--- config.mk ---
export PLATFORM = sky130hd
export DESIGN_NAME = ntc_div
export DESIGN_NICKNAME = d
export VERILOG_FILES = /design/src/hdl/ntc_pkg.sv /design/src/hdl/ntc_div.sv
export SDC_FILE = /design/constraint.sdc
export NUM_CORES = 2
export LEC_CHECK = 0
export BUFFER_PORTS_ARGS = -buffer_cell sky130_fd_sc_hd__clkbuf_2
export CAP_MARGIN = 40
export CORE_MARGIN = 2
export CORE_UTILIZATION = 57
export DETAILED_ROUTE_END_ITERATION = 8
export PLACE_DENSITY = 0.75
export SLEW_MARGIN = 20
export SYNTH_ARGS = -nofsm -noshare
export SYNTH_HDL_FRONTEND = slang
export SYNTH_MEMORY_MAX_BITS = 65536
export SYNTH_SLANG_ARGS = --single-unit
--- constraint.sdc ---
create_clock -name aclk -period 7.8 [get_ports aclk]
set_input_delay 0.78 -clock aclk [delete_from_list [all_inputs] [get_ports aclk]]
set_output_delay 0.78 -clock aclk [all_outputs]
set_load 0.03 [all_outputs]
--- src/hdl/ntc_pkg.sv ---
`timescale 1ns / 1ps
// ----------------------------------------------------------------------------
// ntc_pkg
// Shared widths, constants, codes and pipeline tag type for the NTC
// thermistor ADC to temperature converter.
// ----------------------------------------------------------------------------
package ntc_pkg;

    localparam int ADC_BITS   = 12;
    localparam int BETA_W     = 16;
    localparam int OHM_W      = 20;
    localparam int REFK_W     = 16;
    localparam int CFG_W      = 20;
    localparam int CFG_IDX_W  = 3;
    localparam int TEMP_W     = 18;
    localparam int STAT_W     = 2;
    localparam int OUT_W      = TEMP_W + STAT_W;
    localparam int S_DATA_W   = ((ADC_BITS + 7) / 8) * 8;
    localparam int M_DATA_W   = ((TEMP_W + 7) / 8) * 8;

    // log2 unit
    localparam int PROD_W     = OHM_W + ADC_BITS;
    localparam int EXP_W      = $clog2(PROD_W);
    localparam int FRAC_W     = 32;
    localparam int LOG_W      = EXP_W + FRAC_W;
    localparam logic [FRAC_W-1:0] LN2_Q32 = 32'd2977044472;

    // dividers
    localparam int INV_W      = 55;
    localparam int DIV_N      = (LOG_W + 16 > INV_W) ? LOG_W + 16 : INV_W;
    localparam int DIV_D      = (BETA_W > REFK_W) ? BETA_W : REFK_W;
    localparam int Y_W        = DIV_N + 2;
    localparam int CK_W       = 17;
    localparam logic [DIV_N-1:0] CENTI_Q48 = DIV_N'(100) << 48;

    localparam logic signed [TEMP_W-1:0] TEMP_MIN = -18'sd27315;
    localparam logic signed [TEMP_W-1:0] TEMP_MAX = 18'sd99900;
    localparam logic [CK_W-1:0] KELVIN_OFS = 17'd27315;
    localparam logic [CK_W-1:0] CK_SAT     = 17'd127215;

    localparam logic [STAT_W-1:0] ST_NORMAL = 2'd0;
    localparam logic [STAT_W-1:0] ST_SHORT  = 2'd1;
    localparam logic [STAT_W-1:0] ST_OPEN   = 2'd2;

    typedef enum logic [CFG_IDX_W-1:0] {
        REG_BETA      = 3'd0,
        REG_NOMINAL   = 3'd1,
        REG_DIVIDER   = 3'd2,
        REG_REFK      = 3'd3,
        REG_AT_BOTTOM = 3'd4
    } cfg_reg_t;

    typedef enum logic [1:0] {
        KIND_NORMAL = 2'd0,
        KIND_SHORT  = 2'd1,
        KIND_OPEN   = 2'd2,
        KIND_HOT    = 2'd3
    } kind_t;

    typedef struct packed {
        logic  valid;
        kind_t kind;
        logic  neg;
    } tag_t;

endpackage

--- src/hdl/ntc_div.sv ---
`timescale 1ns / 1ps
// ----------------------------------------------------------------------------
// ntc_div
// Pipelined restoring divider, one quotient bit per stage, for a wide
// dividend over a 16-bit divisor.
// ----------------------------------------------------------------------------
module ntc_div (
    input  logic                        aclk,
    input  logic                        aresetn,
    input  logic                        en,
    input  logic [ntc_pkg::DIV_N-1:0]   dividend_i,
    input  logic [ntc_pkg::DIV_D-1:0]   divisor_i,
    input  ntc_pkg::tag_t               tag_i,
    output logic [ntc_pkg::DIV_N-1:0]   quot_o,
    output ntc_pkg::tag_t               tag_o
);

    localparam int N = ntc_pkg::DIV_N;
    localparam int D = ntc_pkg::DIV_D;

    logic [D-1:0]   rem_reg [0:N];
    logic [N-1:0]   nq_reg  [0:N];
    ntc_pkg::tag_t  tag_reg [0:N];

    always_ff @(posedge aclk) begin
        if (!aresetn) begin
            tag_reg[0] <= '0;
        end else if (en) begin
            tag_reg[0] <= tag_i;
        end
    end

    always_ff @(posedge aclk) begin
        if (en) begin
            rem_reg[0] <= '0;
            nq_reg[0]  <= dividend_i;
        end
    end

    for (genvar k = 0; k < N; k++) begin : g_step
        logic [D:0] trial;
        logic [D:0] diff;
        logic       ge;

        assign trial = {rem_reg[k], nq_reg[k][N-1]};
        assign ge    = trial >= {1'b0, divisor_i};
        assign diff  = trial - {1'b0, divisor_i};

        always_ff @(posedge aclk) begin
            if (!aresetn) begin
                tag_reg[k+1] <= '0;
            end else if (en) begin
                tag_reg[k+1] <= tag_reg[k];
            end
        end

        always_ff @(posedge aclk) begin
            if (en) begin
                rem_reg[k+1] <= ge ? diff[D-1:0] : trial[D-1:0];
                nq_reg[k+1]  <= {nq_reg[k][N-2:0], ge};
            end
        end
    end

    assign quot_o = nq_reg[N];
    assign tag_o  = tag_reg[N];

endmodule

## Word-level counts from Yosys, hierarchy flattened

Memory sizes are Yosys's and may differ from the RTL's.
Cells that the tools add are included.

| storage, ports and cells | value |
|---|---|
| memories | 3 |
| RAM bits | 4200 |
| bits of input ports | 78 |
| output and inout port bits | 59 |
| word-level logic and storage cells | 285 |
| register bits | 0 |

| cells by class | value |
|---|---|
| add/subtract/negate cells | 55 |
| muxes and demuxes | 116 |
| bitwise operators | 56 |
| $lt $le $gt $ge | 55 |

Memories:

| memory | depth | width | rd ports | clocked after memory_dff | write ports | RTL line | source |
|---|---|---|---|---|---|---|---|
| nq_reg | 56 | 55 | 56 | 0 | 56 | ntc_div.sv:22 | `logic [N-1:0] nq_reg [0:N];` |
| rem_reg | 56 | 16 | 55 | 0 | 56 | ntc_div.sv:21 | `logic [D-1:0] rem_reg [0:N];` |
| tag_reg | 56 | 4 | 56 | 0 | 56 | ntc_div.sv:23 | `ntc_pkg::tag_t tag_reg [0:N];` |

Operator list:

| operator | number |
|---|---|
| 17-bit by 16-bit >= comparator with 1-bit output | 55 |
| 16-bit two-way mux | 55 |
| 16-bit subtractor | 55 |
| 4-bit two-way mux | 56 |
| 1-bit OR | 56 |
| 1-bit two-way mux | 5 |

## Depth between registers and ports, before layout

| depth | value |
|---|---|
| depth in word-level cells | 4 |
| mapped depth | 14 |
| depth with buffers taken out | 12 |

## Worst setup path after synthesis

No wires, ideal clock.

| path | value |
|---|---|
| path type | input port to flip-flop |
| from | in en |
| to | mem tag_reg[0][0] (netlist name) (enable) |
| required time | 7175 ps |
| path slack | 508 ps |
| path buffers | 2 |
| data arrival time | 6667 ps |
| cell stages on the path | 3 |
| library setup time | 625 ps |
| cells stage by stage | clkbuf_1 -> clkbuf_1 -> nand2b_1 |

RTL lines:

| item | RTL line | source |
|---|---|---|
| from (decl) | ntc_div.sv:10 | `input logic en,` |
| to (decl) | ntc_div.sv:23 |  |

==> results.tsv <==
metric	value	unit
row cnt	202	
overall power	75.08	mW
vias in the first global route	91590	
asr flop ratio synth	0	
layout cells sized above 1	0.1114	
register bit total from synthesis	4168	
startpoint types	input port	
Routability Congestion	0.8946	
WP buf/inv	3	
Vias	92840	
Worst Path Class, Setup	in2reg	
CP delay by family, top	compound AO/OA/AOI/OAI gates	
DRC viols	0	
placed insts	15350	
CTS tree	yes	
Leak Pwr	71.67	nW
largest net degree at the start of global routing	205	
Worst-Margin Slew	1.134	ns
max reg flops	3080	
relative slew slack	0.2439	
Final Hold Violating Endpoints	0	
Syn Inst Count	11270	
Max Slew Vio Count	0	
drt wl/cell	19.44	µm
clk slew on worst S/H paths	0.06	ns
Post-Syn Area	174200	µm²
HP Start	tag_i[3]	
Max clock buf depth	4	
nets@finish	12750	
initial DRC count	8133	
VDD IR max	0.3083	mV
CP max-delay cell	buf_4	
P&R area growth vs syn	12.03	%
Avg Cell Area, Syn	15.46	µm²
post-route setup TNS	0	ns
cell count of the worst reg-to-reg path	11	
register area share after synthesis	0.7185	
Global Route Usage Sum	0.1993	
worst flop-to-flop path endpoint	rem_reg[22][3]	
initial core utilization	0.5739	
grt total ovfl	0	
die width	556.8	µm
CTS buffer count	409	
Final min period	4.462	ns
DP Wirelength	189.5	mm
Area contributors post-synth	edfxtp_1, ha_1, a21oi_1	
Final Instance Count excl. Fillers	16180	
R2R Setup Slk	3.98	ns
Final setup viols	0	
crit-path max cell delay	0.60	ns
num ports	137	
area leader, netlist	edfxtp_1	
power density cells	384.7	nW/µm²
Max Fanout on Critical Path	25	
port buffer count	136	
RSZ-0062 raised after global routing	no	
root cell of the clock tree	clkbuf_16	
Primary FF master, synth	edfxtp_1	
status	complete, no violations	
RR Startpoint	nq_reg[1][659]	
initial antenna violation count	2	
Synth top cells by count	edfxtp_1, ha_1, a21oi_1, nor2_1, nand2_1	
final worst-path cycle share	0.5720	
Tightest Hold Check Type	in2reg	
Netlist cell types	77	
top-area cell type share of the netlist area	0.7185	
max frequency	224.1	MHz
area of the core	303500	µm²
Final Skew	0.06978	ns
die height	556.8	µm
Mapped Nets	12270	
crit path cell chain	buf_4, inv_2, buf_4, ha_1, nor2b_1, o21ai_0, a21oi_1, o41ai_2, o21ai_1, a2111o_1, a211o_1, mux2_2	
Required @ worst endpoint	8.43	ns
# clock sinks	4168	
top-count cell post-synth	edfxtp_1	
H-tree depth	5	
hold path depth	2	
crit end category	register	
Skew-Pair Late Insertion Delay	0.97	ns
global-route wire length before repair	493.9	mm
Worst EP arrival	5.10	ns
WHS Endpoint	tag_reg[0][3]	
Final ANT Viol Nets	0	
Crit path top cell by count	buf_4	
TritonRoute pass-1 iters	8	
Post-synth EDFFs	4168	
Worst path depth	12	
routed wire length	314.5	mm
YS warnings	0	
vias per cell	5.740	
number of max-cap violations	0	
die area	310100	µm²
==> kinds of logic (layout without fill, tap and decap cells) <==
group / after synthesis / after routing / synth area share
DFF: 4168 / 4168 / 0.7185
and+or+nand+nor: 2448 / 2448 / 0.06844
AOI/OAI and AO/OA: 2241 / 2241 / 0.07836
adders and majority gates: 919 / 919 / 0.06829
xor gates and xnor gates: 573 / 573 / 0.02881
buffers and inverters: 542 / 1365 / 0.01318
muxes: 380 / 380 / 0.02446
other: 0 / 2 / 0
==> how the worst max path moves through the flow <==
stage | startpoint | slack [ns] | to
floorplan | en | 0.51 | tag_reg[0][0]
global placement | divisor_i[1] | 2.49 | rem_reg[24][3]
detailed placement | divisor_i[1] | 2.46 | rem_reg[20][10]
CTS | divisor_i[1] | 3.43 | rem_reg[23][3]
global route | divisor_i[1] | 3.17 | rem_reg[20][10]
finish | divisor_i[1] | 3.34 | rem_reg[20][10]
==> routing by layer <==
layer | track usage | vias to the layer above | part of all wire
met1 | 0.2793 | 45270 | 0.45
met5 | 0 | - | 0
met3 | 0.02550 | 674 | 0.049
li1 | - | 44320 | -
met2 | 0.3221 | 2586 | 0.47
met4 | 0.07376 | 0 | 0.035
==> per-stage QoR <==
step | instance area, µm² | utilization | hold WS (ns) | setup WS, ns
after floorplan | 174200 | - | 0.4003 | 0.5079
after global placement | 179900 | 0.5927 | 0.4005 | 2.493
after global routing | 195200 | 0.6429 | 0.1074 | 3.168
after detailed placement | 180400 | 0.5943 | 0.4045 | 2.455
final | 195200 | 0.6429 | 0.1470 | 3.338
after CTS | 195000 | 0.6423 | 0.05669 | 3.432
==> power breakdown <==
group	switching, mW	total, mW	internal (mW)	leakage (nW)
clock	8.49	20.1	11.6	6.75
sequential	2.02	32.0	29.9	41.0
combinational	12.7	23.0	10.3	23.9
==> placed cells by master (no fill, tap or decap), types with 78 or more instances in the layout <==
cell,n
nand2_1,577
clkinv_2,78
a21o_1,129
o21a_1,168
nor2_1,690
nor2b_1,139
mux2_2,337
nand4_1,116
nand2b_1,134
clkinv_1,78
a21oi_1,859
xor2_1,231
and3_1,251
xnor2_1,342
edfxtp_1,4168
clkbuf_2,133
o31ai_1,93
nor3_1,160
clkbuf_16,409
ha_1,866
nand3_1,154
o21ai_0,512
inv_1,264
==> area by class of cell <==
class / instances / area, µm²
Inverter: 281 / 1060
Clock buffer: 476 / 10490
Clock inverter: 279 / 3521
Sequential cell: 4168 / 125200
Antenna cell: 2 / 5.005
Fill cell: 20880 / 108400
Tap cell: 4080 / 5105
Multi-Input combinational cell: 6561 / 46840
Timing Repair Buffer: 329 / 2982
==> what timing repair did <==
action                                  in CTS  in global routing
endpoints found under the setup margin       0                  0
setup buffers                                0                  0
hold buffers                                55                  0
hold endpoints to repair                    55                  0
gates resized for setup                      0                  0
Note: power is estimated with default switching activity, not from simulation.
