<file path="src/hdl/ntc_pkg.sv">
`timescale 1ns / 1ps
// ----------------------------------------------------------------------------
// ntc_pkg
// Shared widths, constants, codes and pipeline tag type for the NTC
// thermistor ADC to temperature converter.
// ----------------------------------------------------------------------------
package ntc_pkg;

    localparam int ADC_BITS   = 12;
    localparam int BETA_W     = 16;
    localparam int OHM_W      = 20;
    localparam int REFK_W     = 16;
    localparam int CFG_W      = 20;
    localparam int CFG_IDX_W  = 3;
    localparam int TEMP_W     = 18;
    localparam int STAT_W     = 2;
    localparam int OUT_W      = TEMP_W + STAT_W;
    localparam int S_DATA_W   = ((ADC_BITS + 7) / 8) * 8;
    localparam int M_DATA_W   = ((TEMP_W + 7) / 8) * 8;

    // log2 unit
    localparam int PROD_W     = OHM_W + ADC_BITS;
    localparam int EXP_W      = $clog2(PROD_W);
    localparam int FRAC_W     = 32;
    localparam int LOG_W      = EXP_W + FRAC_W;
    localparam logic [FRAC_W-1:0] LN2_Q32 = 32'd2977044472;

    // dividers
    localparam int INV_W      = 55;
    localparam int DIV_N      = (LOG_W + 16 > INV_W) ? LOG_W + 16 : INV_W;
    localparam int DIV_D      = (BETA_W > REFK_W) ? BETA_W : REFK_W;
    localparam int Y_W        = DIV_N + 2;
    localparam int CK_W       = 17;
    localparam logic [DIV_N-1:0] CENTI_Q48 = DIV_N'(100) << 48;

    localparam logic signed [TEMP_W-1:0] TEMP_MIN = -18'sd27315;
    localparam logic signed [TEMP_W-1:0] TEMP_MAX = 18'sd99900;
    localparam logic [CK_W-1:0] KELVIN_OFS = 17'd27315;
    localparam logic [CK_W-1:0] CK_SAT     = 17'd127215;

    localparam logic [STAT_W-1:0] ST_NORMAL = 2'd0;
    localparam logic [STAT_W-1:0] ST_SHORT  = 2'd1;
    localparam logic [STAT_W-1:0] ST_OPEN   = 2'd2;

    typedef enum logic [CFG_IDX_W-1:0] {
        REG_BETA      = 3'd0,
        REG_NOMINAL   = 3'd1,
        REG_DIVIDER   = 3'd2,
        REG_REFK      = 3'd3,
        REG_AT_BOTTOM = 3'd4
    } cfg_reg_t;

    typedef enum logic [1:0] {
        KIND_NORMAL = 2'd0,
        KIND_SHORT  = 2'd1,
        KIND_OPEN   = 2'd2,
        KIND_HOT    = 2'd3
    } kind_t;

    typedef struct packed {
        logic  valid;
        kind_t kind;
        logic  neg;
    } tag_t;

endpackage

</file>
<file path="src/hdl/ntc_skid.sv">
`timescale 1ns / 1ps
// ----------------------------------------------------------------------------
// ntc_skid
// Output register with a skid stage; upstream ready is a flop.
// ----------------------------------------------------------------------------
module ntc_skid (
    input  logic                        aclk,
    input  logic                        aresetn,
    input  logic                        in_valid,
    input  logic [ntc_pkg::OUT_W-1:0]   in_data,
    output logic                        in_ready,
    output logic                        out_valid,
    output logic [ntc_pkg::OUT_W-1:0]   out_data,
    input  logic                        out_ready
);

    logic                       out_valid_reg;
    logic [ntc_pkg::OUT_W-1:0]  out_data_reg;
    logic                       skid_valid_reg;
    logic [ntc_pkg::OUT_W-1:0]  skid_data_reg;

    always_ff @(posedge aclk) begin
        if (!aresetn) begin
            out_valid_reg  <= 1'b0;
            skid_valid_reg <= 1'b0;
        end else if (out_ready || !out_valid_reg) begin
            if (skid_valid_reg) begin
                out_valid_reg  <= 1'b1;
                skid_valid_reg <= 1'b0;
            end else begin
                out_valid_reg  <= in_valid;
            end
        end else if (in_valid && !skid_valid_reg) begin
            skid_valid_reg <= 1'b1;
        end
    end

    always_ff @(posedge aclk) begin
        if (out_ready || !out_valid_reg) begin
            out_data_reg <= skid_valid_reg ? skid_data_reg : in_data;
        end else if (in_valid && !skid_valid_reg) begin
            skid_data_reg <= in_data;
        end
    end

    assign in_ready  = !skid_valid_reg;
    assign out_valid = out_valid_reg;
    assign out_data  = out_data_reg;

endmodule
</file>
<file path="config.mk">
export PLATFORM = sky130hd
export DESIGN_NAME = ntc_skid
export DESIGN_NICKNAME = d
export VERILOG_FILES = /design/src/hdl/ntc_pkg.sv /design/src/hdl/ntc_skid.sv
export SDC_FILE = /design/constraint.sdc
export NUM_CORES = 1
export LEC_CHECK = 0
export ABC_AREA = 1
export BUFFER_PORTS_ARGS = -buffer_cell sky130_fd_sc_hd__buf_4
export CORE_MARGIN = 10
export CORE_UTILIZATION = 30
export DETAILED_ROUTE_END_ITERATION = 8
export HOLD_SLACK_MARGIN = 0.05
export SYNTH_ARGS = -nofsm -noshare
export SYNTH_HDL_FRONTEND = slang
export SYNTH_SLANG_ARGS = --single-unit
export TNS_END_PERCENT = 20
</file>
<file path="constraint.sdc">
create_clock -name aclk -period 2.3 [get_ports aclk]
set_input_delay 0.23 -clock aclk [delete_from_list [all_inputs] [get_ports aclk]]
set_output_delay 0.23 -clock aclk [all_outputs]
set_load 0.01 [all_outputs]
</file>
* Word-level counts from Yosys, hierarchy flattened
Index checks and enable logic that the tools add are counted.
** Word-level totals
- Register bits after elaboration :: 42
- Bits of input ports :: 24
- Output and inout bits :: 22
** Cells by class
- Mux-type cells :: 2
- Bitwise gates (word level) :: 2
- Reductions and logical operators :: 6
** Operator list (number)
- $mux W20 :: 1
- $logic_not A1 Y1 :: 2
- $not A1 Y1 :: 2
- $reduce_and A2 Y1 :: 1
- $reduce_or A2 Y1 :: 1
- $logic_and A1 B1 Y1 :: 1
- $logic_or A1 B1 Y1 :: 1
- $mux W1 :: 1

* Logic depth before layout (Yosys ltp)
Gate-level depths: netlist (run 1).
- Word-level depth :: 4
- Depth in mapped cells :: 4

* Least setup slack after synthesis (run 1)
OpenSTA, ideal clock, no wires.
- Kind :: reg2reg
- Start point :: reg out_valid_reg, in the netlist out_valid
- End point :: reg skid_data_reg[0] in the netlist's numbering, enable pin
- Library setup time :: 0.397 ns
- Arrival time :: 1.805 ns
- Required time :: 1.903 ns
- Slack :: 0.098 ns
- Cell stages (with the launch flop) :: 3
- Buffers on the path :: 0
- Path through :: dfxtp_1 nand2_1 nor2_1
** Between the ends
- Word-level cells in the longest chain between the ends :: 4
** RTL lines
- start: declaration :: line ntc_skid.sv:17 : logic out_valid_reg;
- start signal: assignment :: line ntc_skid.sv:31 : out_valid_reg <= in_valid;
- $logic_not A1 Y1 :: line ntc_skid.sv:39 : if (out_ready || !out_valid_reg) begin
- $logic_or A1 B1 Y1 :: line ntc_skid.sv:39
- $not A1 Y1 (no source line)
- $reduce_and A2 Y1 (no source line)
- end signal: assignment :: line ntc_skid.sv:42 : skid_data_reg <= in_data;
- end: declaration :: line ntc_skid.sv:20 : logic [ntc_pkg::OUT_W-1:0] skid_data_reg;
No other way between the ends.
A chain may end at the register's enable or synchronous reset.

* Worst setup path after layout (run 1)
- Start point :: reg skid_valid_reg
- End point :: reg skid_data_reg[11] in the netlist's numbering, enable pin
** Between the ends
- Word-level cells in the longest chain between the ends :: 3
** RTL lines
- start: declaration :: line ntc_skid.sv:19 : logic skid_valid_reg;
- start signal: assignment :: line ntc_skid.sv:25 : skid_valid_reg <= 1'b0;
- start signal: assignment :: line ntc_skid.sv:29 : skid_valid_reg <= 1'b0;
- start signal: assignment :: line ntc_skid.sv:34 : skid_valid_reg <= 1'b1;
- $logic_not A1 Y1 :: line ntc_skid.sv:41 : end else if (in_valid && !skid_valid_reg) begin
- $logic_and A1 B1 Y1 :: line ntc_skid.sv:41
- $reduce_and A2 Y1 (no source line)
No other way between the ends.

==> results.sh, run 1 <==
export IMPL_status="complete, no violations"
export IMPL_core_mm2=0.00504
export IMPL_clock_sinks=42
export IMPL_finalCriticalPeriod_ns=1.74
export IMPL_critPathCaptureType="flip-flop"
export IMPL_finalWirelength_mm=3.15
export IMPL_finalWorstSetupSlack_ns=0.556
export IMPL_hpwlAfterDp_mm=2.29
export IMPL_insertion_delay_ns=0.29
export IMPL_gr_total_overflow=0
export IMPL_fmax_ghz=0.573
export IMPL_fin_tns_setup_ns=0
export IMPL_grt_max_degree=23
export IMPL_reg2reg_depth=4
export IMPL_synthToLayoutAreaGrowth_pct=31.9
export IMPL_drc=0
export IMPL_combPwrFrac_pct=10.1
export IMPL_hold_viol=0
export IMPL_power_switching_mw=0.312
export IMPL_rsz0062_at_grt="no"
export IMPL_synth_seq_cells=42
export IMPL_worst_ep_required_time_ns=2.30
export IMPL_clockRootBuffer="clkbuf_8"
export IMPL_firstDrtPassIters=4
export IMPL_die_h_um=91.7
export IMPL_p_seq_share_pct=60.8
export IMPL_met2_usage_pct=11.0
export IMPL_skew_ns=0.00370
export IMPL_min_path_type="input pin to flip-flop"
export IMPL_start_util_pct=30.6
export IMPL_vias_per_cell=3.99
export IMPL_cts_resized=0
export IMPL_n_fill_cell=493
export IMPL_power_total_mw=1.47
export IMPL_drtAntennaViolNets=0
export IMPL_post_cts_setup_buffers=0
export IMPL_cts_tree="done"
export IMPL_antenna_found_initial=0
export IMPL_place_ws_ns=0.546
export IMPL_final_cell_area_mm2=0.00204
export IMPL_ys_seq_area_share_pct=80.4
export IMPL_layout_common_cells="nand2_1 (63), buf_4 (48), edfxtp_1 (40)"
export IMPL_path_clk_slew_ns=0.07
export IMPL_cts_buffers=5
export IMPL_final_setup_viol_count=0
export IMPL_peakVddDrop_mv=0.395
export IMPL_syn_nets=140
export IMPL_clk_path_buf_depth=2
export IMPL_num_antenna_cells=0
export IMPL_routedWlPerCell_um=13.2
export IMPL_first_iter_violations=59
export IMPL_vias=949
export IMPL_groute_usage_overall_pct=7.54
export IMPL_synth_yosys_warnings=0
export IMPL_power_leakage_nw=0.871
export IMPL_max_cap_violations=0
export IMPL_multi_input_area_um2=260
export IMPL_grt_pass1_vias=1074
export IMPL_place_gp_congestion=0.728
export IMPL_final_common_cell="nand2_1"
export IMPL_final_layout_size_suffix_gt1_share_pct=32.7
export IMPL_startpoint_type="flip-flop"
export IMPL_grt_busiest_layer="met2"
export IMPL_period_share_pct=75.8
export IMPL_hold_depth=1
export IMPL_grt_use_met3_pct=4.07
export IMPL_maxSlewHeadroom_pct=65.0
export IMPL_synthesis_area_mm2=0.00154
export IMPL_p_clk_share_pct=29.1
export IMPL_layout_nets=191
export IMPL_port_buffers=45
export IMPL_tightest_slew_ns=0.524
export IMPL_arrival_ns=1.74
export IMPL_io_pins=46
export IMPL_powerDensity_mw_per_mm2=724
export IMPL_htreeDepth=2
export IMPL_p_sw_share_pct=21.2
export IMPL_die_width_um=91.7
export IMPL_grt_pass1_wl_mm=5.07
export IMPL_syn_avg_cell_area_um2=13.3
export IMPL_met1_usage_pct=9.12
export IMPL_slew_viol_final=0
export IMPL_dieArea_mm2=0.00842
export IMPL_critPathMaxFanout=22
export IMPL_row_count=26
export IMPL_ys_types=10
export IMPL_cts_hold_buffers=0
export IMPL_regArea_mm2=0.00124
export IMPL_p_int_mw=1.16
export IMPL_crit_type="flip-flop to flip-flop"
export IMPL_synthCells=116
export IMPL_postPlaceCellArea_mm2=0.00196
[path summary, 6_finish.rpt]
check,from,to,slack (ns)
hold / removal,in_data[15],skid_data_reg[15]$_DFFE_PP_,0.12
hold reg to reg,out_valid$_SDFFE_PN0P_,skid_valid_reg$_SDFFE_PP0P_,0.51
setup reg to reg,skid_valid_reg$_SDFFE_PP0P_,skid_data_reg[11]$_DFFE_PP_,0.56
setup / recovery,skid_valid_reg$_SDFFE_PP0P_,skid_data_reg[11]$_DFFE_PP_,0.56
[synthesized netlist by cell type]
library cell	instances	area share (%)
nor2_1	3	0.73
buf_6	2	1.5
inv_1	1	0.24
nand2_1	63	15
edfxtp_1	40	78
dfxtp_1	2	2.6
inv_2	1	0.24
buf_4	2	0.97
nand3_1	1	0.32
o21ai_0	1	0.32
[stage by stage]
stage	std cells	utilization [%]	hold slack, ns
final	238	40.4	0.124
after global routing	238	40.4	0.114
after CTS	238	40.4	0.118
after detailed placement	230	38.8	0.421
after global placement	230	38.8	0.421
after floorplan	116	-	0.329
[final cells by class]
class                           instances  area share [%]
Multi-Input combinational cell         68            12.8
Clock inverter                          3           0.553
Timing Repair Buffer                   48            17.7
Clock buffer                            5            3.38
Tap cell                               70            4.30
Sequential cell                        42            60.9
Inverter                                2           0.369
[kinds of logic (layout without fill, tap and decap cells)]
| kind of cell | count (synthesis) | after routing | share of synthesized area, % |
|---|---|---|---|
| simple gates | 67 | 67 | 16.4 |
| compound gates | 1 | 1 | 0.324 |
| buf+inv | 6 | 58 | 2.92 |
| flops | 42 | 42 | 80.4 |
[power groups by stage]
stage	Sequential, mW	Combinational, mW	Clock, mW
finish	0.897	0.148	0.429
CTS	0.898	0.153	0.445
detailed placement	0.914	0.153	0
global placement	0.914	0.151	0
global route	0.901	0.166	0.476
floorplan	0.932	0.0358	0
[critical path: stages (launching register included)]
cell and delay (ns):
dfxtp_1 0.32, inv_2 0.31, nand2_1 0.11, nor2_2 0.43
buf_4 0.28
[metal layers]
layer	vias to the layer above	part of all wire (%)
met5	-	0
met4	0	0.92
met3	5	8.9
met2	34	43
met1	421	48
li1	489	-
(Power assumes the default switching activity.)
==> run 2: changes to the inputs <==
clock period = 1.5 ns   (was 2.3 ns; I/O delays follow)
==> run 2 against run 1 <==
Effect of this change: worst setup slack worse by 0.27 ns; final cell count up 9.2%; design area rose by 12%; largest power group unchanged; count of clock-buffer cells in the layout grew 2; worst hold slack worse by 0.043 ns; critical path type is now flip-flop to primary output; critical path depth fell by 1; die area stayed put; non-clock buffer count up 22.
==> results.sh, run 2 (synthesis results as in run 1) <==
export IMPL_groute_usage_overall_pct=8.22
export IMPL_cts_tree="done"
export IMPL_fin_tns_setup_ns=0
export IMPL_worst_ep_required_time_ns=1.35
export IMPL_grt_pass1_wl_mm=5.43
export IMPL_crit_type="flip-flop to primary output"
export IMPL_place_gp_congestion=0.732
export IMPL_die_width_um=91.7
export IMPL_first_iter_violations=54
export IMPL_min_path_type="input pin to flip-flop"
export IMPL_core_mm2=0.00504
export IMPL_maxSlewHeadroom_pct=82.5
export IMPL_fmax_ghz=0.821
export IMPL_row_count=26
export IMPL_vias=1043
export IMPL_grt_pass1_vias=1156
export IMPL_critical_path_top_delay_family="buffers and inverters"
export IMPL_num_antenna_cells=0
export IMPL_status="complete, no violations"
export IMPL_peakVddDrop_mv=0.558
export IMPL_n_fill_cell=462
export IMPL_final_setup_viol_count=0
export IMPL_slew_viol_final=0
export IMPL_tightest_slew_ns=0.262
export IMPL_startpoint_type="flip-flop"
export IMPL_routedWlPerCell_um=12.8
export IMPL_io_pins=46
export IMPL_timing_hold_ws_ns=0.0809
export IMPL_insertion_delay_ns=0.29
export IMPL_drtAntennaViolNets=0
export IMPL_cp_num_buf_inv=3
export IMPL_crit_chain="inv_2 > buf_4 > buf_4"
export IMPL_firstDrtPassIters=4
export IMPL_dieArea_mm2=0.00842
export IMPL_finalCriticalPeriod_ns=1.22
export IMPL_max_cap_violations=0
export IMPL_cpPeakStageDelay_ns=0.32
export IMPL_start_util_pct=30.6
export IMPL_vias_per_cell=4.01
export IMPL_critPathMaxFanout=21
export IMPL_slowest_stage="dfxtp_1"
export IMPL_synthToLayoutAreaGrowth_pct=48.1
export IMPL_die_h_um=91.7
export IMPL_rsz0062_at_grt="no"
export IMPL_power_leakage_nw=0.977
export IMPL_power_switching_mw=0.503
export IMPL_hold_viol=0
export IMPL_antenna_found_initial=0
export IMPL_port_buffers=45
export IMPL_post_cts_setup_buffers=0
export IMPL_cts_resized=0
export IMPL_p_clk_share_pct=34.2
export IMPL_grt_max_degree=23
export IMPL_combPwrFrac_pct=10.9
export IMPL_clockRootBuffer="clkbuf_8"
export IMPL_layout_nets=213
export IMPL_clock_sinks=42
export IMPL_hpwlAfterDp_mm=2.33
export IMPL_cts_buffers=5
export IMPL_p_sw_share_pct=20.0
export IMPL_critPathCaptureType="primary output"
export IMPL_gr_total_overflow=0
export IMPL_clk_path_buf_depth=2
export IMPL_finalWirelength_mm=3.34
export IMPL_utilization_pct=45.3
export IMPL_path_clk_slew_ns=0.07
export IMPL_powerDensity_mw_per_mm2=1100
export IMPL_p_int_mw=2.01
export IMPL_htreeDepth=2
export IMPL_arrival_ns=1.07
export IMPL_p_seq_share_pct=54.9
export IMPL_final_layout_size_suffix_gt1_share_pct=31.1
export IMPL_cp_common_cell="buf_4"
export IMPL_drc=0
export IMPL_final_common_cell="nand2_1"
export IMPL_skew_ns=0.000807
export IMPL_layout_common_cells="nand2_1 (62), buf_4 (50), edfxtp_1 (40)"
export IMPL_r2r_slack_ns=0.32
export IMPL_period_share_pct=81.2
## run 2: changes by cell type in the layout (fill, tap and decap cells not counted), sizes merged
| cell | previous run | this run |
|---|---|---|
| dlygate4sd3 | 0 | 20 |
| buf | 48 | 50 |
| clkinv | 3 | 0 |
| clkbuf | 5 | 7 |
| bufinv | 0 | 1 |
## run 2: worst reg2reg max path, delay by kind of cell (launching register included)
kind                   cells  cell delay, ns
buffers and inverters      2            0.27
flip-flops                 1            0.32
AND/OR/NAND/NOR            2            0.31
## run 2: power by group through the flow
stage	registers, mW	logic (mW)	clock network [mW]
after floorplan	1.43	0.0577	0
after CTS	1.38	0.278	0.892
after detailed placement	1.40	0.236	0
after global routing	1.38	0.301	0.931
final	1.38	0.272	0.859
after global placement	1.40	0.234	0
## run 2: cell type report
cell class	count	area (um^2)	area share, %
Tap cell	70	87.6	3.83
Sequential cell	42	1240	54.3
Inverter	2	7.51	0.328
Timing Repair Buffer	70	576	25.2
Clock inverter	1	30.0	1.31
Clock buffer	7	76.3	3.34
Multi-Input combinational cell	68	268	11.7
## run 2: repair_timing
item,in CTS,in global routing
endpoints found under the setup margin,0,0
hold buffers,20,0
hold endpoints to repair,20,0
## run 2: per-layer routing
layer  GRT usage, %  part of all wire [%]
met5              0                     0
met4           4.37                   2.7
met3           3.91                   6.9
met1           8.78                    43
met2           13.3                    47
## run 2: final timing paths
check / cells after the start / startpoint / end
worst max-delay path: 3 / skid_valid_reg$_SDFFE_PP0P_ / in_ready
worst min-delay path: 3 / aresetn / out_valid$_SDFFE_PN0P_
worst max register to register: 4 / skid_valid_reg$_SDFFE_PP0P_ / skid_data_reg[2]$_DFFE_PP_
worst min register to register: 2 / skid_data_reg[12]$_DFFE_PP_ / out_data[12]$_DFFE_PP_
## run 2: per-stage QoR
stage / setup WS, ns / std cells / total power [mW] / area (um^2)
2_1_floorplan: 0.0560 / 116 / 1.49 / 1550
3_3_place_gp: 0.339 / 232 / 1.64 / 1980
3_5_place_dp: 0.322 / 232 / 1.64 / 1980
6_report: 0.282 / 260 / 2.51 / 2290
4_1_cts: 0.266 / 260 / 2.55 / 2290
5_1_grt: 0.205 / 260 / 2.62 / 2290
